==> config.mk <==
export PLATFORM = sky130hd
export DESIGN_NAME = reed_solomon_systematic_encoder_unit
export DESIGN_NICKNAME = d
export VERILOG_FILES = /design/src/rsse_pkg.sv /design/src/reed_solomon_systematic_encoder_unit.sv /design/src/rsse_fifo.sv /design/src/rsse_front.sv /design/src/rsse_gen.sv /design/src/rsse_back.sv
export VERILOG_INCLUDE_DIRS = /design/src /design/src/src
export SDC_FILE = /design/constraint.sdc
export NUM_CORES = 2
export LEC_CHECK = 0
export BUFFER_PORTS_ARGS = -buffer_cell sky130_fd_sc_hd__buf_2
export CORE_AREA = 2 2 278 390
export CTS_CLUSTER_DIAMETER = 100
export DETAILED_ROUTE_END_ITERATION = 6
export DIE_AREA = 0 0 280 392
export PLACE_DENSITY_LB_ADDON = 0.2
export SLEW_MARGIN = 20
export SYNTH_ARGS = -nofsm -noshare
export SYNTH_HDL_FRONTEND = slang
export SYNTH_SLANG_ARGS = --single-unit
==> constraint.sdc <==
create_clock -name i_clk -period 5.85 [get_ports i_clk]
set_clock_uncertainty 0.2 [all_clocks]
set_input_delay 0.585 -clock i_clk [delete_from_list [all_inputs] [get_ports i_clk]]
set_output_delay 0.585 -clock i_clk [all_outputs]
set_load 0.005 [all_outputs]
==> src/reed_solomon_systematic_encoder_unit_defines.svh <==
// Assertion macros shared by the Reed-Solomon encoder RTL.
// Depends on nothing; taken in by `include where assertions are written.
`ifndef REED_SOLOMON_SYSTEMATIC_ENCODER_UNIT_DEFINES_SVH
`define REED_SOLOMON_SYSTEMATIC_ENCODER_UNIT_DEFINES_SVH

// The consequent must hold in the same cycle as the antecedent.
`define RSSE_ASSERT_HOLDS(name, clk, rst_n, ante, cons, msg) \
    name: assert property (@(posedge clk) disable iff (!rst_n) (ante) |-> (cons)) \
        else $error(msg);

// The consequent must hold in the cycle after the antecedent.
`define RSSE_ASSERT_NEXT(name, clk, rst_n, ante, cons, msg) \
    name: assert property (@(posedge clk) disable iff (!rst_n) (ante) |=> (cons)) \
        else $error(msg);

`endif

==> src/rsse_pkg.sv <==
// Package of the Reed-Solomon encoder: widths, shared types and GF(2^m) arithmetic.
// Depends on nothing; every module of the encoder imports it.
package rsse_pkg;

    localparam int SYMBOL_BITS = 8;
    localparam int MAX_PARITY  = 16;

    localparam int PAR_W   = $clog2(MAX_PARITY + 1);
    localparam int IDX_W   = $clog2(MAX_PARITY);
    localparam int MSG_W   = 8;
    localparam int DATA_W  = ((MSG_W + 7) / 8) * 8;
    localparam int COUNT_W = 8;
    localparam int CFG_W   = 8;
    localparam int CFG_IDX_W = 2;
    localparam int QDEPTH  = 2;
    localparam int QPTR_W  = $clog2(QDEPTH);

    // Register indexes of the configuration port.
    localparam logic [CFG_IDX_W-1:0] CFG_FIELD_POLY   = 2'd0;
    localparam logic [CFG_IDX_W-1:0] CFG_PARITY_COUNT = 2'd1;
    localparam logic [CFG_IDX_W-1:0] CFG_MESSAGE_LEN  = 2'd2;

    // Register values after reset.
    localparam logic [CFG_W-1:0] RST_FIELD_POLY   = 8'd29;
    localparam logic [4:0]       RST_PARITY_COUNT = 5'd16;
    localparam logic [CFG_W-1:0] RST_MESSAGE_LEN  = 8'd239;

    typedef logic [SYMBOL_BITS-1:0] t_sym;
    typedef logic [MAX_PARITY-1:0][SYMBOL_BITS-1:0] t_sym_arr;

    // Field and code size in force for the generator now held.
    typedef struct packed {
        t_sym             poly;
        logic [PAR_W-1:0] par;
    } t_gen_cfg;

    typedef struct packed {
        logic valid;
        logic busy;
    } t_gen_status;

    // One classified message symbol waiting for the LFSR.
    typedef struct packed {
        logic last;
        t_sym sym;
    } t_qent;

    // Multiply by alpha (the element x) modulo the field polynomial.
    function automatic t_sym gf_xtime(t_sym x, t_sym poly);
        t_sym shifted;
        shifted = {x[SYMBOL_BITS-2:0], 1'b0};
        return x[SYMBOL_BITS-1] ? (shifted ^ poly) : shifted;
    endfunction

    // Shift-and-add GF(2^m) product, one bit of b per step.
    function automatic t_sym gf_mul(t_sym a, t_sym b, t_sym poly);
        t_sym acc;
        t_sym x;
        acc = '0;
        x   = a;
        for (int i = 0; i < SYMBOL_BITS; i++) begin
            if (b[i]) begin
                acc = acc ^ x;
            end
            x = gf_xtime(x, poly);
        end
        return acc;
    endfunction

endpackage

==> src/reed_solomon_systematic_encoder_unit.sv <==
// Top level of the systematic Reed-Solomon encoder over GF(2^m).
// Depends on rsse_pkg, rsse_front, rsse_fifo, rsse_gen, rsse_back and the defines header.
//
//  Channel   | Direction | Payload
//  ----------+-----------+-----------------------------------------------------
//  s_axis    | in        | tdata[7:0] msg_symbol
//  m_axis    | out       | tdata[7:0] code_symbol, tuser is_parity,
//            |           | tlast end_of_codeword
//  cfg       | in        | we, idx (0 field poly, 1 parity count, 2 length), data
//
// Each message symbol is taken in and echoed, one request per cycle when neither side stalls.
// The last symbol of a codeword is followed by P parity requests, one a cycle
// while the output is not held, read straight out of the LFSR, so a codeword
// of k symbols gives k+P output symbols. After reset or a write to the field
// polynomial or parity count, the first codeword waits for the previous one to
// drain, for the settings to be latched and for the generator build (P the
// clamped parity count), one root multiplied in a cycle.
// Reset is synchronous and active low; either side may stall at any time, the
// two-entry queue and the output register keep the front and back apart.
`include "reed_solomon_systematic_encoder_unit_defines.svh"

module reed_solomon_systematic_encoder_unit (
    input  logic                             i_clk,
    input  logic                             i_rst_n,
    // Slave side, tdata: msg_symbol [7:0]
    input  logic                             i_s_axis_tvalid,
    output logic                             o_s_axis_tready,
    input  logic [rsse_pkg::MSG_W-1:0]       i_s_axis_tdata,
    // Master side, tdata: code_symbol [7:0]; tuser: is_parity; tlast: end_of_codeword
    output logic                             o_m_axis_tvalid,
    input  logic                             i_m_axis_tready,
    output logic [rsse_pkg::DATA_W-1:0]      o_m_axis_tdata,
    output logic                             o_m_axis_tuser,
    output logic                             o_m_axis_tlast,
    // Configuration writes
    input  logic                             i_cfg_we,
    input  logic [rsse_pkg::CFG_IDX_W-1:0]   i_cfg_idx,
    input  logic [rsse_pkg::CFG_W-1:0]       i_cfg_data
);
    import rsse_pkg::*;

    // Configuration registers.
    logic [CFG_W-1:0]   r_cfg_poly;
    logic [4:0]         r_cfg_parity;
    logic [COUNT_W-1:0] r_cfg_len;
    logic               w_cfg_touch;

    // Front to queue.
    logic        w_push;
    t_qent       w_entry;
    logic        w_front_at_start;

    // Queue to back.
    t_qent       w_head;
    logic        w_q_empty;
    logic        w_q_full;
    logic        w_pop;
    logic        w_back_idle;

    // Generator.
    t_sym_arr    w_coeffs;
    t_gen_cfg    w_act;
    t_gen_status w_gen_stat;
    logic        w_start_ok;

    always_ff @(posedge i_clk) begin
        if (!i_rst_n) begin
            r_cfg_poly   <= RST_FIELD_POLY;
            r_cfg_parity <= RST_PARITY_COUNT;
            r_cfg_len    <= RST_MESSAGE_LEN;
        end else if (i_cfg_we) begin
            case (i_cfg_idx)
                CFG_FIELD_POLY: begin
                    r_cfg_poly <= i_cfg_data;
                end
                CFG_PARITY_COUNT: begin
                    r_cfg_parity <= i_cfg_data[4:0];
                end
                CFG_MESSAGE_LEN: begin
                    r_cfg_len <= i_cfg_data[COUNT_W-1:0];
                end
                default: begin
                end
            endcase
        end
    end

    // Any write to the field or the parity count makes the held generator stale.
    assign w_cfg_touch = i_cfg_we &&
                         ((i_cfg_idx == CFG_FIELD_POLY) || (i_cfg_idx == CFG_PARITY_COUNT));

    // The generator may only be rebuilt between codewords, once nothing of the
    // previous codeword is left in the queue or the LFSR.
    assign w_start_ok = w_front_at_start && w_q_empty && w_back_idle;

    rsse_front u_front (
        .i_clk       (i_clk),
        .i_rst_n     (i_rst_n),
        .i_valid     (i_s_axis_tvalid),
        .o_ready     (o_s_axis_tready),
        .i_data      (i_s_axis_tdata),
        .i_msg_len   (r_cfg_len),
        .i_gen_valid (w_gen_stat.valid),
        .i_q_full    (w_q_full),
        .o_push      (w_push),
        .o_entry     (w_entry),
        .o_at_start  (w_front_at_start)
    );

    rsse_fifo u_fifo (
        .i_clk   (i_clk),
        .i_rst_n (i_rst_n),
        .i_push  (w_push),
        .i_entry (w_entry),
        .i_pop   (w_pop),
        .o_head  (w_head),
        .o_empty (w_q_empty),
        .o_full  (w_q_full)
    );

    rsse_gen u_gen (
        .i_clk        (i_clk),
        .i_rst_n      (i_rst_n),
        .i_cfg_poly   (r_cfg_poly[SYMBOL_BITS-1:0]),
        .i_cfg_parity (r_cfg_parity),
        .i_cfg_touch  (w_cfg_touch),
        .i_start_ok   (w_start_ok),
        .o_coeffs     (w_coeffs),
        .o_act        (w_act),
        .o_status     (w_gen_stat)
    );

    rsse_back u_back (
        .i_clk     (i_clk),
        .i_rst_n   (i_rst_n),
        .i_q_valid (!w_q_empty),
        .i_entry   (w_head),
        .o_pop     (w_pop),
        .i_coeffs  (w_coeffs),
        .i_act     (w_act),
        .o_idle    (w_back_idle),
        .o_valid   (o_m_axis_tvalid),
        .i_ready   (i_m_axis_tready),
        .o_data    (o_m_axis_tdata),
        .o_user    (o_m_axis_tuser),
        .o_last    (o_m_axis_tlast)
    );

    `RSSE_ASSERT_HOLDS(a_no_push_full, i_clk, i_rst_n, w_push, !w_q_full, "request pushed into a full queue")
    `RSSE_ASSERT_HOLDS(a_build_drained, i_clk, i_rst_n, w_gen_stat.busy, w_back_idle && w_q_empty && !w_push, "generator rebuilt while a codeword is in flight")
    `RSSE_ASSERT_HOLDS(a_last_is_parity, i_clk, i_rst_n, o_m_axis_tvalid && o_m_axis_tlast, o_m_axis_tuser, "codeword end marked on a message echo")

endmodule

==> src/rsse_fifo.sv <==
// Two-entry queue of classified symbols between the encoder front and back.
// Depends on rsse_pkg.
module rsse_fifo (
    input  logic          i_clk,
    input  logic          i_rst_n,
    input  logic          i_push,
    input  rsse_pkg::t_qent i_entry,
    input  logic          i_pop,
    output rsse_pkg::t_qent o_head,
    output logic          o_empty,
    output logic          o_full
);
    import rsse_pkg::*;

    t_qent               r_mem [QDEPTH];
    logic [QPTR_W-1:0]   r_wr;
    logic [QPTR_W-1:0]   r_rd;
    logic [QPTR_W:0]     r_count;

    assign o_head  = r_mem[r_rd];
    assign o_empty = (r_count == '0);
    assign o_full  = (r_count == (QPTR_W + 1)'(QDEPTH));

    always_ff @(posedge i_clk) begin
        if (!i_rst_n) begin
            r_wr    <= '0;
            r_rd    <= '0;
            r_count <= '0;
        end else begin
            if (i_push) begin
                r_wr <= r_wr + QPTR_W'(1);
            end
            if (i_pop) begin
                r_rd <= r_rd + QPTR_W'(1);
            end
            if (i_push && !i_pop) begin
                r_count <= r_count + (QPTR_W + 1)'(1);
            end else if (i_pop && !i_push) begin
                r_count <= r_count - (QPTR_W + 1)'(1);
            end
        end
    end

    always_ff @(posedge i_clk) begin
        if (i_push) begin
            r_mem[r_wr] <= i_entry;
        end
    end

endmodule

==> src/rsse_front.sv <==
// Input side of the encoder: takes message symbols, counts them and marks the
// last one of each codeword. Depends on rsse_pkg.
module rsse_front (
    input  logic                         i_clk,
    input  logic                         i_rst_n,
    input  logic                         i_valid,
    output logic                         o_ready,
    input  logic [rsse_pkg::MSG_W-1:0]   i_data,
    input  logic [rsse_pkg::COUNT_W-1:0] i_msg_len,
    input  logic                         i_gen_valid,
    input  logic                         i_q_full,
    output logic                         o_push,
    output rsse_pkg::t_qent              o_entry,
    output logic                         o_at_start
);
    import rsse_pkg::*;

    logic [COUNT_W-1:0] r_count;
    logic [COUNT_W-1:0] w_k;
    logic [COUNT_W:0]   w_next;
    logic               w_last;

    // A zero length acts as one; a count that wraps past the top also ends it.
    assign w_k    = (i_msg_len == '0) ? COUNT_W'(1) : i_msg_len;
    assign w_next = {1'b0, r_count} + (COUNT_W + 1)'(1);
    assign w_last = (w_next >= {1'b0, w_k}) || w_next[COUNT_W];

    assign o_at_start = (r_count == '0);
    // A new codeword waits for a generator built from the present registers.
    assign o_ready    = !(o_at_start && !i_gen_valid) && !i_q_full;
    assign o_push     = i_valid && o_ready;
    assign o_entry.sym  = i_data[SYMBOL_BITS-1:0];
    assign o_entry.last = w_last;

    always_ff @(posedge i_clk) begin
        if (!i_rst_n) begin
            r_count <= '0;
        end else if (o_push) begin
            r_count <= w_last ? '0 : w_next[COUNT_W-1:0];
        end
    end

endmodule

==> src/rsse_gen.sv <==
// Generator builder: multiplies out (X+alpha^1)...(X+alpha^P), one root a cycle.
// Depends on rsse_pkg.
module rsse_gen (
    input  logic                  i_clk,
    input  logic                  i_rst_n,
    input  rsse_pkg::t_sym        i_cfg_poly,
    input  logic [4:0]            i_cfg_parity,
    input  logic                  i_cfg_touch,
    input  logic                  i_start_ok,
    output rsse_pkg::t_sym_arr    o_coeffs,
    output rsse_pkg::t_gen_cfg    o_act,
    output rsse_pkg::t_gen_status o_status
);
    import rsse_pkg::*;

    logic             r_valid;
    logic             r_busy;
    logic [PAR_W-1:0] r_step;
    t_gen_cfg         r_act;
    t_sym             r_root;
    t_sym_arr         r_g;
    t_sym_arr         w_g_next;
    logic [PAR_W-1:0] w_par_clamped;
    logic             w_start;
    logic             w_done;

    // Parity counts outside 2..MAX_PARITY are pulled to the nearest bound.
    always_comb begin
        if (i_cfg_parity < 5'd2) begin
            w_par_clamped = PAR_W'(2);
        end else if (i_cfg_parity > MAX_PARITY) begin
            w_par_clamped = PAR_W'(MAX_PARITY);
        end else begin
            w_par_clamped = PAR_W'(i_cfg_parity);
        end
    end

    assign w_start = !i_cfg_touch && !r_busy && !r_valid && i_start_ok;
    assign w_done  = r_busy && (r_step == r_act.par - PAR_W'(1));

    always_comb begin
        w_g_next[0] = gf_mul(r_g[0], r_root, r_act.poly);
        for (int i = 1; i < MAX_PARITY; i++) begin
            w_g_next[i] = r_g[i-1] ^ gf_mul(r_g[i], r_root, r_act.poly);
        end
    end

    always_ff @(posedge i_clk) begin
        if (!i_rst_n) begin
            r_valid <= 1'b0;
            r_busy  <= 1'b0;
            r_step  <= '0;
            r_act   <= '0;
        end else if (i_cfg_touch) begin
            r_valid <= 1'b0;
            r_busy  <= 1'b0;
        end else if (r_busy) begin
            r_step <= r_step + PAR_W'(1);
            if (w_done) begin
                r_busy  <= 1'b0;
                r_valid <= 1'b1;
            end
        end else if (w_start) begin
            r_busy     <= 1'b1;
            r_step     <= '0;
            r_act.poly <= i_cfg_poly;
            r_act.par  <= w_par_clamped;
        end
    end

    // The product starts as the constant polynomial 1.
    always_ff @(posedge i_clk) begin
        if (w_start) begin
            r_g    <= t_sym_arr'(1);
            r_root <= SYMBOL_BITS'(2);
        end else if (r_busy) begin
            r_g    <= w_g_next;
            r_root <= gf_xtime(r_root, r_act.poly);
        end
    end

    assign o_coeffs        = r_g;
    assign o_act           = r_act;
    assign o_status.valid  = r_valid;
    assign o_status.busy   = r_busy;

endmodule

==> src/rsse_back.sv <==
// Encoder back end: division LFSR, echo of each symbol and read-out of parity
// into the output register. Depends on rsse_pkg.
module rsse_back (
    input  logic                        i_clk,
    input  logic                        i_rst_n,
    input  logic                        i_q_valid,
    input  rsse_pkg::t_qent             i_entry,
    output logic                        o_pop,
    input  rsse_pkg::t_sym_arr          i_coeffs,
    input  rsse_pkg::t_gen_cfg          i_act,
    output logic                        o_idle,
    output logic                        o_valid,
    input  logic                        i_ready,
    output logic [rsse_pkg::DATA_W-1:0] o_data,
    output logic                        o_user,
    output logic                        o_last
);
    import rsse_pkg::*;

    typedef enum logic [1:0] {
        ST_DATA   = 2'b01,
        ST_PARITY = 2'b10
    } t_back_state;

    t_back_state      r_state, n_state;
    t_sym_arr         r_p, n_p;
    logic [PAR_W-1:0] r_left, n_left;
    logic             r_valid, n_valid;
    t_sym             r_sym, n_sym;
    logic             r_isp, n_isp;
    logic             r_eoc, n_eoc;

    t_sym_arr         w_lfsr;
    t_sym_arr         w_shift;
    logic [PAR_W-1:0] w_top;
    t_sym             w_tap;
    t_sym             w_fb;
    logic             w_load;

    assign w_top  = i_act.par - PAR_W'(1);
    assign w_tap  = r_p[w_top[IDX_W-1:0]];
    assign w_fb   = i_entry.sym ^ w_tap;
    assign w_load = !r_valid || i_ready;

    // Stages at or above the parity count are kept at zero.
    always_comb begin
        w_lfsr[0]  = gf_mul(w_fb, i_coeffs[0], i_act.poly);
        w_shift[0] = '0;
        for (int i = 1; i < MAX_PARITY; i++) begin
            if (PAR_W'(i) < i_act.par) begin
                w_lfsr[i]  = r_p[i-1] ^ gf_mul(w_fb, i_coeffs[i], i_act.poly);
                w_shift[i] = r_p[i-1];
            end else begin
                w_lfsr[i]  = '0;
                w_shift[i] = '0;
            end
        end
    end

    always_comb begin
        n_state = r_state;
        n_p     = r_p;
        n_left  = r_left;
        n_valid = r_valid && !i_ready;
        n_sym   = r_sym;
        n_isp   = r_isp;
        n_eoc   = r_eoc;
        o_pop   = 1'b0;
        case (r_state)
            ST_DATA: begin
                if (i_q_valid && w_load) begin
                    o_pop   = 1'b1;
                    n_valid = 1'b1;
                    n_sym   = i_entry.sym;
                    n_isp   = 1'b0;
                    n_eoc   = 1'b0;
                    n_p     = w_lfsr;
                    if (i_entry.last) begin
                        n_state = ST_PARITY;
                        n_left  = i_act.par;
                    end
                end
            end
            ST_PARITY: begin
                if (w_load) begin
                    n_valid = 1'b1;
                    n_sym   = w_tap;
                    n_isp   = 1'b1;
                    n_eoc   = (r_left == PAR_W'(1));
                    n_p     = w_shift;
                    n_left  = r_left - PAR_W'(1);
                    if (r_left == PAR_W'(1)) begin
                        n_state = ST_DATA;
                    end
                end
            end
            default: begin
                n_state = ST_DATA;
            end
        endcase
    end

    always_ff @(posedge i_clk) begin
        if (!i_rst_n) begin
            r_state <= ST_DATA;
            r_p     <= '0;
            r_left  <= '0;
            r_valid <= 1'b0;
        end else begin
            r_state <= n_state;
            r_p     <= n_p;
            r_left  <= n_left;
            r_valid <= n_valid;
        end
    end

    always_ff @(posedge i_clk) begin
        r_sym <= n_sym;
        r_isp <= n_isp;
        r_eoc <= n_eoc;
    end

    assign o_idle  = (r_state == ST_DATA);
    assign o_valid = r_valid;
    assign o_data  = DATA_W'(r_sym);
    assign o_user  = r_isp;
    assign o_last  = r_eoc;

endmodule
==> summary.log <==
qor: clocking.tritoncts.num_buffers 48
qor: place.numPortBuffers 34
qor: floorplanning.die_h 392 µm
qor: floorplanning.die-width 280 µm
qor: clocking.tritoncts yes
qor: global_routing.wire_length_of_the_first_global_routing_pass 334000 µm
qor: final_layout.n_antenna_cell 0
qor: synthesis.yosys.cell_count.top_type sky130_fd_sc_hd__nand2_1
qor: power_and_ir_drop.power.share.combinational 69.8%
qor: synthesis.synth_cell_type_count 105
qor: synthesis.postSynth.asyncResetShare 0%
qor: global_routing.number_of_antenna_violations_at_the_first_check_in_global_routing 5
qor: power_and_ir_drop.intPower 10.4 mW
qor: timing.final.period_utilization 98.2%
qor: drt.first_iter_violations 5797
qor: status.outcome completed
qor: floorplanning.floorplan.io_pins 35
qor: power_and_ir_drop.power 22.6 mW
qor: global_routing.largest_net_degree_at_the_start_of_global_routing 139
qor: timing.final.min_clock_period 5.75 ns
qor: place.place_ws -0.0541 ns
qor: timing.rsz0062_at_grt true
qor: clocking.number_of_sinks_handled_by_clock_tree_synthesis 354
qor: synthesis.synth_flop_cell sky130_fd_sc_hd__dfxtp_1
qor: clocking.clk_pin_slew_worst_paths 0.06 ns
qor: floorplanning.core.rowCount 142
qor: setup_path.worst_ep_required_time 6.19 ns
qor: place.gpl.final_weighted_congestion 1.11
qor: synthesis.synth_sequential_area_ratio 12.7%
qor: setup_path.worstPathBufferInverterCount 6
qor: place.instance_count_after_placement_with_tap_cells_included 9687
qor: power_and_ir_drop.power.share.sequential 15.4%
qor: synthesis.synth_fp_nets 8564
qor: synthesis.synth_warnings 0
qor: drt.dr_total_vias 58400
qor: run.max_cap_violations 0
qor: setup_path.slowest_stage sky130_fd_sc_hd__mux2_1
qor: global_routing.gr-total-overflow 0
qor: clocking.ctsHtreeMaxLevel 2
qor: setup_path.timing.critical_path.arrival 6.09 ns
qor: global_routing.grt_usage 39.6%
qor: synthesis.synth.largest_area_cell sky130_fd_sc_hd__xnor2_1
qor: power_and_ir_drop.total_leakage_power 19.1 nW
qor: synthesis.synth_common_cells sky130_fd_sc_hd__nand2_1, sky130_fd_sc_hd__xnor2_1, sky130_fd_sc_hd__clkbuf_1, sky130_fd_sc_hd__xor2_1, sky130_fd_sc_hd__dfxtp_1
qor: synthesis.synth_cells 8523
qor: setup_path.cell_family_with_the_largest_share_of_critical_path_delay multiplexers
qor: synthesis.syn-mean-instance-area 6.80 µm²
qor: timing.timing.max_slew.rel_slack 27.6%
qor: power_and_ir_drop.power_switching 12.3 mW
qor: synthesis.synth-edff-count 28
qor: synthesis.post_synth_instance_area 58000 µm²
qor: final_layout.finalNonFillerCells 9809
qor: timing.maxSlewViolCount 0
qor: drt.drc_errors 0
qor: power_and_ir_drop.net_switching_share_of_the_total_power 54.2%
qor: final_layout.layout-drive-gt1-share 9.90%
qor: setup_path.critical_path.cell_chain inv_2 > ha_4 > buf_4 > mux4_2 > mux2_1 > mux2_4 > xnor2_4 > buf_4 > a211oi_2 > and3_4 > a2111oi_4 > buf_4 > or3_1 > mux2_2 > a31oi_4 > xnor2_4 > buf_6 > nand2_2 > xnor2_4 > buf_12 > nand2_1 > xnor2_1 > a22o_1
qor: setup_path.worst_setup_path_start_kind flip-flop
qor: floorplanning.initial_core_util 54.5%
qor: synthesis.synth_top_cells_by_area sky130_fd_sc_hd__xnor2_1, sky130_fd_sc_hd__nand2_1, sky130_fd_sc_hd__dfxtp_1
qor: synthesis.synth_top_cell_area_share 35.3%
qor: drt.wirelength 223000 µm
qor: timing.finalWorstSetupSlack 0.104 ns
qor: clocking.clock_latency 0.69 ns
qor: timing.timing_worst_slew_pin_value 1.09 ns
qor: setup_path.timing_worst_setup_path_type flip-flop to flip-flop
qor: timing.report.final.hold_viol_count 0
qor: power_and_ir_drop.pwr-share-clk 14.8%
qor: final_layout.area_growth 10.2%
qor: timing.setup_viol_count_final 0
qor: power_and_ir_drop.largest_voltage_drop_on_the_vdd_net 0.605 mV
qor: clocking.cts-root-buf sky130_fd_sc_hd__clkbuf_16
qor: setup_path.worst-path-max-fanout 8
qor: floorplanning.core_area 106000 µm²
qor: setup_path.peak_per_stage_delay_on_the_critical_path 0.36 ns
qor: setup_path.endpoint_kind flip-flop
qor: floorplanning.die_area 110000 µm²
qor: timing.achievable-frequency 0.174 GHz
qor: power_and_ir_drop.powerDensity 354 nW/µm²
qor: clocking.largest_buffer_count_on_any_clock_path 3
qor: final_layout.layout.nets 8443
qor: global_routing.grt_pass1_vias 55700
qor: drt.detail_route.wl_per_cell 22.7 µm
qor: min_path.type_of_the_tightest_min_delay_check input port to flip-flop
qor: place.dpl.hpwl 154000 µm
qor: synthesis.ys_ff_latch 354
qor: drt.antenna_violating_nets_post_route 0
qor: drt.drt-vias-per-instance 5.95
qor: drt.initial_drt_pass_iterations 6
==> flip-flops by register name, summed over array words and instances (netlist names), 8 cells and up, named ones only <==
register	cells
u_gen.o_coeffs	128
u_back.r_p	128
u_back.o_data	8
u_front.r_count	8
r_cfg_poly	8
u_gen.o_act	13
u_fifo.r_mem	18
r_cfg_len	8
u_gen.r_root	8
==> power groups by stage <==
stage               Sequential [mW]  Clock [mW]  Combinational (mW)
finish                         3.48        3.36                15.8
global route                   3.49        3.47                16.3
CTS                            3.44        3.37                15.0
detailed placement             3.49           0                14.9
global placement               3.49           0                14.8
floorplan                      2.89           0                9.15
==> area by class of cell <==
class	count	area [µm²]
fill	9872	42500
inverter	48	183
clock inverter	30	402
clock buffer	59	1320
tap	1368	1710
timing repair buffer	515	4680
multi-input combinational	7435	48100
sequential	354	7430
==> cells by family after synthesis <==
| family | Yosys count | share of synthesized area, % |
|---|---|---|
| AOI/OAI and AO/OA | 830 | 9.27 |
| xor gates and xnor gates | 2747 | 42.3 |
| adders and majority gates | 18 | 0.389 |
| buffers and inverters | 735 | 5.07 |
| DFF | 354 | 12.7 |
| muxes | 202 | 4.17 |
| and+or+nand+nor | 3637 | 26.0 |
==> cells in the final DEF, fill, tap and decap left out, drive strengths merged, types with 55 or more instances in the layout <==
cell,instances
a21oi,156
xor2,379
nor2,280
xnor2,2354
and2,55
dfxtp,326
nand2,2764
clkbuf,60
buf,499
o21ai,297
nand3,105
mux2i,161
o21a,55
nor3,78
a22oi,78
==> metal layers <==
layer / track usage [%] / share of wire [%] / vias to the layer above
met3: 8.07 / 10 / 1009
li1: - / - / 26800
met2: 64.7 / 45 / 3094
met1: 46.2 / 37 / 27500
met5: 0 / 0.046 / -
met4: 28.0 / 8.4 / 10
==> path summary, 6_finish.rpt <==
kind,startpoint,to,slack (ns),depth (start not counted)
worst max-delay path,u_gen.o_act[0]$_SDFFE_PN0P_,u_back.r_p[2]$_SDFFE_PN0P_,0.10,23
worst min-delay path,i_cfg_data[2],r_cfg_poly[2]$_SDFFE_PN1P_,0.03,3
worst max register to register,u_gen.o_act[0]$_SDFFE_PN0P_,u_back.r_p[2]$_SDFFE_PN0P_,0.10,23
worst min register to register,r_cfg_poly[4]$_SDFFE_PN1P_,u_gen.o_act[9]$_SDFFE_PN0P_,0.26,2
==> per-stage QoR <==
step	cell area [µm²]	TNS (ns)	utilization, %	hold slack, ns
floorplan	58000	-0.0696	-	0.220
global placement	61500	0	57.8	0.243
detailed placement	61500	-0.585	57.8	0.252
CTS	63500	0	59.7	0.0169
global route	63900	-1.08	60.0	0.0559
finish	63900	0	60.0	0.0297
==> worst min-delay path: stages <==
cell	delay (ns)
sky130_fd_sc_hd__buf_2	0.13
sky130_fd_sc_hd__nand2_1	0.06
sky130_fd_sc_hd__nand3_1	0.08
==> what timing repair did <==
| action | in CTS | in global routing |
|---|---|---|
| pin swaps | 2 | 21 |
| setup endpoints to repair | 35 | 128 |
| gates cloned | 0 | 2 |
| gates resized for setup | 7 | 61 |
| hold buffers | 15 | 0 |
| endpoints found under the hold margin | 27 | 0 |
| buffers inserted | 5 | 11 |
No activity file was read; power rests on OpenSTA's default activity.
